--- src/hdl/wbmp_pkg.sv ---
// Package for the WBMP stream parser: parser phase and status codes,
// the default dimension width and the field masks. No dependencies.
`timescale 1ns / 1ps
`default_nettype none

package wbmp_pkg;

  localparam int unsigned DimBitsDef = 16;

  // Bit 7 of a header byte says that more digits follow.
  localparam logic [7:0] ContMask  = 8'h80;
  localparam logic [7:0] DigitMask = 8'h7f;

  // Each digit carries seven bits, so one digit scales the value by 128.
  localparam int unsigned DigitBits = 7;

  localparam int unsigned OutDimBits = 16;

  typedef enum logic [6:0] {
    PH_TYPE   = 7'b0000001,
    PH_FIX    = 7'b0000010,
    PH_WIDTH  = 7'b0000100,
    PH_HEIGHT = 7'b0001000,
    PH_PIXELS = 7'b0010000,
    PH_DONE   = 7'b0100000,
    PH_ERROR  = 7'b1000000
  } phase_e;

  typedef enum logic [2:0] {
    ST_OK       = 3'd0,
    ST_BAD_TYPE = 3'd1,
    ST_BAD_FIX  = 3'd2,
    ST_TRUNC    = 3'd3,
    ST_OVERFLOW = 3'd4
  } status_e;

endpackage

`default_nettype wire

--- src/hdl/wbmp_stream_parser.sv ---
// Top level of the WBMP type-0 stream parser: header decode, pixel byte
// pass-through and an output register. Depends on wbmp_pkg and wbmp_dim_acc.
//
// Usage. Bytes of a WBMP file arrive on the slave stream, one item per byte,
// with s_axis_tdata[7:0] holding the byte. An item with s_axis_tlast high
// marks the end of the stream; it carries no byte and rearms the parser.
// Every input item produces exactly one result item on the master stream.
// A result carries the pixel byte (zero when it is not a pixel), the decoded
// width and height, and in tuser the data valid and header done flags and
// the status code. tlast marks the last pixel byte of the frame, or the
// header end of an empty image.
//
// A result is loaded into the output register at the edge that accepts its
// item and is offered on the master stream from the next cycle. One item is
// taken per cycle while the master side does not stall; all the decode work
// is a single shift-add and counter update ahead of that register. The input is
// ready whenever the output register is empty or is being emptied in the
// same cycle, so a stall on the master side holds the waiting result and
// back-pressures the slave side without losing items.
//
// Reset clears the parser to await the type field and empties the output
// register. After an error or a complete frame, bytes are ignored until the
// end-of-stream item, which reports the final status.
`timescale 1ns / 1ps
`default_nettype none

module wbmp_stream_parser
  import wbmp_pkg::*;
#(
  parameter int unsigned DIM_BITS = DimBitsDef
) (
  input  wire logic        clk_i,
  input  wire logic        rst_ni,
  // Slave stream. tdata: byte_value[7:0]. tlast: stream_end.
  input  wire logic        s_axis_tvalid,
  output logic             s_axis_tready,
  input  wire logic [7:0]  s_axis_tdata,
  input  wire logic        s_axis_tlast,
  // Master stream. tdata: data_byte[7:0], width[23:8], height[39:24].
  // tuser: data_valid[0], header_done[1], status[4:2]. tlast: frame_done.
  output logic             m_axis_tvalid,
  input  wire logic        m_axis_tready,
  output logic [39:0]      m_axis_tdata,
  output logic [4:0]       m_axis_tuser,
  output logic             m_axis_tlast
);

  // A row of pixels needs ceil(width/8) bytes, which is at most 2^(DIM_BITS-3).
  localparam int unsigned RowBits = DIM_BITS - 2;

  // Parser state.
  phase_e              phase_q, phase_d;
  status_e             err_q, err_d;
  logic [DIM_BITS-1:0] accum_q, accum_d;
  logic [DIM_BITS-1:0] width_q, width_d;
  logic [DIM_BITS-1:0] height_q, height_d;
  logic [RowBits-1:0]  row_cnt_q, row_cnt_d;
  logic [DIM_BITS-1:0] line_cnt_q, line_cnt_d;

  // Result register.
  logic                out_valid_q;
  logic [7:0]          out_byte_q, res_byte;
  logic                out_dvalid_q, res_dvalid;
  logic                out_hdone_q, res_hdone;
  logic                out_fdone_q, res_fdone;
  logic [OutDimBits-1:0] out_width_q, res_width;
  logic [OutDimBits-1:0] out_height_q, res_height;
  status_e             out_status_q, res_status;

  logic                in_acc;
  logic [DIM_BITS-1:0] acc_sum;
  logic                acc_ovf;
  logic [DIM_BITS:0]   row_bytes_w;
  logic [RowBits-1:0]  row_bytes;
  logic [RowBits-1:0]  row_next;
  logic [DIM_BITS-1:0] line_next;
  logic                type_nz;
  logic [DIM_BITS+OutDimBits-1:0] width_ext, height_ext;

  function automatic logic [OutDimBits-1:0] out_width_sel(input logic [DIM_BITS-1:0] v);
    logic [DIM_BITS+OutDimBits-1:0] ext;
    ext = {{OutDimBits{1'b0}}, v};
    return ext[OutDimBits-1:0];
  endfunction

  assign s_axis_tready = !out_valid_q || m_axis_tready;
  assign in_acc        = s_axis_tvalid && s_axis_tready;

  wbmp_dim_acc #(
    .DIM_BITS (DIM_BITS)
  ) u_dim_acc (
    .accum_i (accum_q),
    .digit_i (s_axis_tdata[DigitBits-1:0]),
    .sum_o   (acc_sum),
    .ovf_o   (acc_ovf)
  );

  // Bytes per row, rounded up to whole bytes.
  assign row_bytes_w = ({1'b0, width_q} + (DIM_BITS+1)'(7)) >> 3;
  assign row_bytes   = row_bytes_w[RowBits-1:0];
  assign row_next    = row_cnt_q + RowBits'(1);
  assign line_next   = line_cnt_q + DIM_BITS'(1);

  // The type is only ever tracked as zero or not zero.
  assign type_nz = (accum_q != '0) || ((s_axis_tdata & DigitMask) != 8'h00);

  always_comb begin
    phase_d    = phase_q;
    err_d      = err_q;
    accum_d    = accum_q;
    width_d    = width_q;
    height_d   = height_q;
    row_cnt_d  = row_cnt_q;
    line_cnt_d = line_cnt_q;
    res_byte   = 8'h00;
    res_dvalid = 1'b0;
    res_hdone  = 1'b0;
    res_fdone  = 1'b0;
    res_status = ST_OK;

    if (s_axis_tlast) begin
      // End of stream: report how the frame ended, then clear everything.
      if (phase_q == PH_ERROR) begin
        res_status = err_q;
      end else if (phase_q == PH_DONE) begin
        res_status = ST_OK;
      end else begin
        res_status = ST_TRUNC;
      end
      phase_d    = PH_TYPE;
      err_d      = ST_OK;
      accum_d    = '0;
      width_d    = '0;
      height_d   = '0;
      row_cnt_d  = '0;
      line_cnt_d = '0;
    end else begin
      case (phase_q)
        PH_TYPE: begin
          if (type_nz) begin
            accum_d = DIM_BITS'(1);
          end
          if ((s_axis_tdata & ContMask) == 8'h00) begin
            if (type_nz) begin
              phase_d = PH_ERROR;
              err_d   = ST_BAD_TYPE;
            end else begin
              phase_d = PH_FIX;
            end
            accum_d = '0;
          end
        end
        PH_FIX: begin
          if ((s_axis_tdata & ContMask) != 8'h00) begin
            phase_d = PH_ERROR;
            err_d   = ST_BAD_FIX;
          end else begin
            phase_d = PH_WIDTH;
          end
        end
        PH_WIDTH, PH_HEIGHT: begin
          if (acc_ovf) begin
            accum_d = '0;
            phase_d = PH_ERROR;
            err_d   = ST_OVERFLOW;
          end else if ((s_axis_tdata & ContMask) != 8'h00) begin
            accum_d = acc_sum;
          end else begin
            accum_d = '0;
            if (phase_q == PH_WIDTH) begin
              width_d = acc_sum;
              phase_d = PH_HEIGHT;
            end else begin
              height_d   = acc_sum;
              res_hdone  = 1'b1;
              row_cnt_d  = '0;
              line_cnt_d = '0;
              if ((width_q == '0) || (acc_sum == '0)) begin
                res_fdone = 1'b1;
                phase_d   = PH_DONE;
              end else begin
                phase_d = PH_PIXELS;
              end
            end
          end
        end
        PH_PIXELS: begin
          res_byte   = s_axis_tdata;
          res_dvalid = 1'b1;
          if (row_next >= row_bytes) begin
            row_cnt_d  = '0;
            line_cnt_d = line_next;
            if (line_next >= height_q) begin
              res_fdone = 1'b1;
              phase_d   = PH_DONE;
            end
          end else begin
            row_cnt_d = row_next;
          end
        end
        default: begin
          // Done or in error: bytes are ignored until end of stream.
        end
      endcase
      res_status = (phase_d == PH_ERROR) ? err_d : ST_OK;
    end
  end

  // Width and height are shown as their low sixteen bits, values from before
  // any rearm on the same item.
  assign width_ext  = {{OutDimBits{1'b0}}, width_d};
  assign height_ext = {{OutDimBits{1'b0}}, height_d};

  always_comb begin
    if (s_axis_tlast) begin
      res_width  = out_width_sel(width_q);
      res_height = out_width_sel(height_q);
    end else begin
      res_width  = width_ext[OutDimBits-1:0];
      res_height = height_ext[OutDimBits-1:0];
    end
  end

  always_ff @(posedge clk_i or negedge rst_ni) begin
    if (!rst_ni) begin
      phase_q    <= PH_TYPE;
      err_q      <= ST_OK;
      accum_q    <= '0;
      width_q    <= '0;
      height_q   <= '0;
      row_cnt_q  <= '0;
      line_cnt_q <= '0;
    end else if (in_acc) begin
      phase_q    <= phase_d;
      err_q      <= err_d;
      accum_q    <= accum_d;
      width_q    <= width_d;
      height_q   <= height_d;
      row_cnt_q  <= row_cnt_d;
      line_cnt_q <= line_cnt_d;
    end
  end

  always_ff @(posedge clk_i or negedge rst_ni) begin
    if (!rst_ni) begin
      out_valid_q <= 1'b0;
    end else if (in_acc) begin
      out_valid_q <= 1'b1;
    end else if (m_axis_tready) begin
      out_valid_q <= 1'b0;
    end
  end

  always_ff @(posedge clk_i) begin
    if (in_acc) begin
      out_byte_q   <= res_byte;
      out_dvalid_q <= res_dvalid;
      out_hdone_q  <= res_hdone;
      out_fdone_q  <= res_fdone;
      out_width_q  <= res_width;
      out_height_q <= res_height;
      out_status_q <= res_status;
    end
  end

  assign m_axis_tvalid = out_valid_q;
  assign m_axis_tdata  = {out_height_q, out_width_q, out_byte_q};
  assign m_axis_tuser  = {out_status_q, out_hdone_q, out_dvalid_q};
  assign m_axis_tlast  = out_fdone_q;

endmodule

`default_nettype wire

--- src/hdl/wbmp_dim_acc.sv ---
// Base-128 digit accumulator for the WBMP width and height fields.
// Depends on wbmp_pkg for the digit width.
`timescale 1ns / 1ps
`default_nettype none

module wbmp_dim_acc
  import wbmp_pkg::*;
#(
  parameter int unsigned DIM_BITS = DimBitsDef
) (
  input  wire logic [DIM_BITS-1:0]  accum_i,
  input  wire logic [DigitBits-1:0] digit_i,
  output logic      [DIM_BITS-1:0]  sum_o,
  output logic                      ovf_o
);

  // Any set bit among the top seven would be shifted out by the next digit.
  assign ovf_o = (accum_i[DIM_BITS-1 -: DigitBits] != '0);
  assign sum_o = {accum_i[DIM_BITS-DigitBits-1:0], digit_i};

endmodule

`default_nettype wire

--- config.mk ---
export PLATFORM = sky130hd
export DESIGN_NAME = wbmp_stream_parser
export DESIGN_NICKNAME = d
export VERILOG_FILES = /design/src/hdl/wbmp_pkg.sv /design/src/hdl/wbmp_stream_parser.sv /design/src/hdl/wbmp_dim_acc.sv
export SDC_FILE = /design/constraint.sdc
export NUM_CORES = 1
export LEC_CHECK = 0
export ABC_AREA = 1
export BUFFER_PORTS_ARGS = -buffer_cell sky130_fd_sc_hd__buf_2
export CAP_MARGIN = 25
export CORE_ASPECT_RATIO = 0.75
export CORE_MARGIN = 1
export CORE_UTILIZATION = 25
export DETAILED_ROUTE_END_ITERATION = 7
export PLACE_DENSITY = 0.39
export SYNTH_ARGS = -nofsm -noshare
export SYNTH_HDL_FRONTEND = slang
export SYNTH_SLANG_ARGS = --single-unit
export TNS_END_PERCENT = 1
--- constraint.sdc ---
create_clock -name clk_i -period 4.8 [get_ports clk_i]
set_input_delay 0.24 -clock clk_i [delete_from_list [all_inputs] [get_ports clk_i]]
set_output_delay 0.24 -clock clk_i [all_outputs]
set_load 0.02 [all_outputs]
==> results_dict.tcl <==
set metrics [dict create \
    combPwrFrac 0.173 \
    cts_tree "yes" \
    die_h_um 151.9 \
    critPathBufInv 1 \
    synth_edf_count 46 \
    worstSetupStartpointType "flop" \
    p_leak_nw 4.006 \
    ys_seq_area_frac 0.4822 \
    clkTransAtPathRegs_ns 0.07 \
    outcome "finished, final reports clean" \
    io_pins 61 \
    postSynth.asyncResetShare 0.6593 \
    grt_pass1_vias 5941 \
    ctsHoldBuffers 1 \
    overflow 0 \
    cts_setup_buffers 0 \
    crit_type "reg -> reg" \
    fp.coreArea_um2 29260 \
    setup_violations 0 \
    post-route-util 0.2997 \
    cp.required_ns 5.10 \
    synth_top_area_cell "dfrtp_1" \
    layout_min_cycle_time_ns 3.599 \
    slew_headroom 0.3193 \
    setup_tns_ns 0 \
    power_frac_clock 0.416 \
    dpl_cell_area_um2 8188 \
    cts_root_buffer "clkbuf_16" \
    path_common_cell "nand3_1" \
    synth_cell_type_count 44 \
    gp_congestion 0.7722 \
    cts_max_path_buffers 2 \
    ys_ff_latch 135 \
    die_x_um 201.8 \
    post_drt_wl_per_cell_um 16.03 \
    syn_area_um2 7486 \
    internal_power_mw 2.116 \
    vias 6084 \
    nets 1000 \
    slew_violations 0 \
    area_growth_pct 17.12 \
    rsz0062_at_grt "no" \
    drtAntennaViolNets 0 \
    critPathSlowestCell "dfrtp_1" \
    swShare 0.3244 \
    fin_ws_ns 1.201 \
    grt_pass1_wl_mm 34.47 \
    p_sw_mw 1.016 \
    grt_max_degree 70 \
    antenna_found_initial 0 \
    initial_utilization 0.2559 \
    clock.fmax_mhz 277.9 \
    period_share 0.7497 \
    diodes 0 \
    p_seq_frac 0.411 \
    crit_path_end_kind "flop" \
    syn_nets 945 \
    path_cells "nor3_1, nor2_1, nand2_1, nor2_1, nand2_1, nor2_1, nand3_1, nor2_1, nand3_1, o21ai_0, nand2_1, ha_1, nand2_1, inv_1, nand3_1, nor2_1, nand2_1, nand3_1, nand3_1, nand3_1, nand3_1, nor2_1, nand3_1, nand2_1" \
    dieArea_um2 30650 \
    vias_per_cell 4.474 \
    cts_made_buffers 17 \
    yosys_warnings 0 \
    cpLargestDelayFamily "simple AND/OR/NAND/NOR gates" \
    ctsResizeCount 0 \
    cpPeakStageDelay_ns 0.39 \
    final_hold_viol_count 0 \
    powerDensity_nw_per_um2 357.3 \
    clk_latency_ns 0.44 \
    hold_depth 4 \
    syn-instance-count 900 \
    path_depth 24 \
    synthFlopType "dfrtp_1" \
    h-tree-depth 4 \
    cp_max_fo 4 \
    synth_area_leaders "dfrtp_1, edfxtp_1, nand2_1, o21ai_0, inv_1" \
    crit_arrival_ns 3.89 \
    grtUsageTotal 0.1480 \
    yosys.area.top_type_share 0.2942 \
    design_area_um2 8767 \
    drt_pass1_iterations 5 \
    row_count 54 \
    rr_worst_depth 24 \
    hp-class "in -> reg" \
    place_ws_ns 1.222 \
    finClkSkew_ns 0.01441 \
    routed_wirelength_mm 21.79 \
    syn-mean-instance-area_um2 8.318 \
    drt_iter0_drc 335 \
    drive_gt1_frac 0.1343 \
    cts.sink_count 135 \
    ir_worst_vdd_v 0.0002601 \
    dp_hpwl_mm 15.53 \
    tightest_slew_ns 1.021 \
    drc 0 \
    io_buffers 60 \
    maxCapViolations 0 \
]
==> power groups by stage <==
stage / combinational, mW / clock, mW / sequential, mW
2_1_floorplan: 0.342 / 0 / 1.33
3_3_place_gp: 0.554 / 0 / 1.31
3_5_place_dp: 0.545 / 0 / 1.31
4_1_cts: 0.547 / 1.34 / 1.29
5_1_grt: 0.623 / 1.38 / 1.30
6_report: 0.541 / 1.30 / 1.29
==> sequential cells by signal (all words and copies together), names as in the netlist, 3 cells and up <==
name and cells:
accum_q 16, height_q 16, line_cnt_q 16, out_height_q 16, out_width_q 16, width_q 16
row_cnt_q 14, out_byte_q 8, phase_q 7, err_q 3, out_status_q 3
==> worst reg2reg max path: cells and delay by family, from the launching register on <==
kind | cells | cell delay (ns)
and+or+nand+nor | 21 | 2.56
buffers and inverters | 1 | 0.06
DFF | 1 | 0.39
AOI/OAI and AO/OA | 1 | 0.18
adders and majority gates | 1 | 0.27
==> layer usage <==
| layer | routed length [µm] | up-vias | share of wire | GRT usage |
|---|---|---|---|---|
| met3 | 783 | 15 | 0.036 | 0.03067 |
| met1 | 12460 | 2835 | 0.57 | 0.2360 |
| met4 | 185 | 0 | 0.0085 | 0.04040 |
| li1 | - | 3115 | - | - |
| met5 | 0 | - | 0 | 0 |
| met2 | 8369 | 119 | 0.38 | 0.1954 |
==> stage by stage <==
stage	hold slack, ns	power, mW	std cells
floorplan	-0.05559	1.672	900
global placement	0.3402	1.868	1327
detailed placement	0.3279	1.858	1327
CTS	0.08206	3.175	1360
global route	0.1468	3.303	1360
finish	0.1049	3.133	1360
==> Yosys cell counts (3+ instances only) <==
library cell  instances
a21oi_1              48
buf_1                 3
buf_2                 3
clkbuf_1             21
dfrtp_1              88
edfxtp_1             46
ha_1                 32
inv_1               122
inv_2                 9
nand2_1             187
nand2_2               5
nand3_1              45
nand4_1              12
nor2_1               55
nor2_4                3
nor3_1                6
o21ai_0             123
o21ai_1               6
o21ai_2               3
o22ai_1              16
o31ai_1              14
xor2_1               23
==> logic make-up after synthesis <==
kind of cell / Yosys count / share of synthesized area
adder cells (fa/ha/maj): 32 / 0.05348
flip-flops: 135 / 0.4822
XOR/XNOR: 24 / 0.02808
buffers and inverters: 164 / 0.08541
AO/OA/AOI/OAI: 217 / 0.1563
AND/OR/NAND/NOR: 328 / 0.1946
==> placed cells by master (no fill, tap or decap), types with 17 or more instances in the layout <==
| master | n |
|---|---|
| a21oi_1 | 48 |
| buf_2 | 59 |
| clkbuf_16 | 17 |
| dfrtp_1 | 88 |
| edfxtp_1 | 46 |
| ha_1 | 32 |
| inv_1 | 121 |
| nand2_1 | 186 |
| nand3_1 | 45 |
| nor2_1 | 55 |
| o21ai_0 | 123 |
| xor2_1 | 23 |
==> final timing paths <==
check,start,endpoint,slack [ns]
min reg2reg,height_q[4]$_DFFE_PN0P_,height_q[4]$_DFFE_PN0P_,0.48
max reg2reg,width_q[2]$_DFFE_PN0P_,out_status_q[1]$_DFFE_PP_,1.20
min in group asynchronous,rst_ni,row_cnt_q[8]$_DFFE_PN0P_,0.37
max,width_q[2]$_DFFE_PN0P_,out_status_q[1]$_DFFE_PP_,1.20
min,m_axis_tready,m_axis_tvalid$_DFFE_PN0P_,0.10
max in group asynchronous,rst_ni,width_q[9]$_DFFE_PN0P_,3.30
==> final cells by class <==
type | count | area [µm²]
fill | 3139 | 20490
sequential | 135 | 3610
multi-input combinational | 601 | 3239
inverter | 134 | 508.0
tap | 392 | 490.5
clock buffer | 17 | 425.4
timing repair buffer | 66 | 350.3
clock inverter | 15 | 143.9
Note: power is estimated with default switching activity, not from simulation.
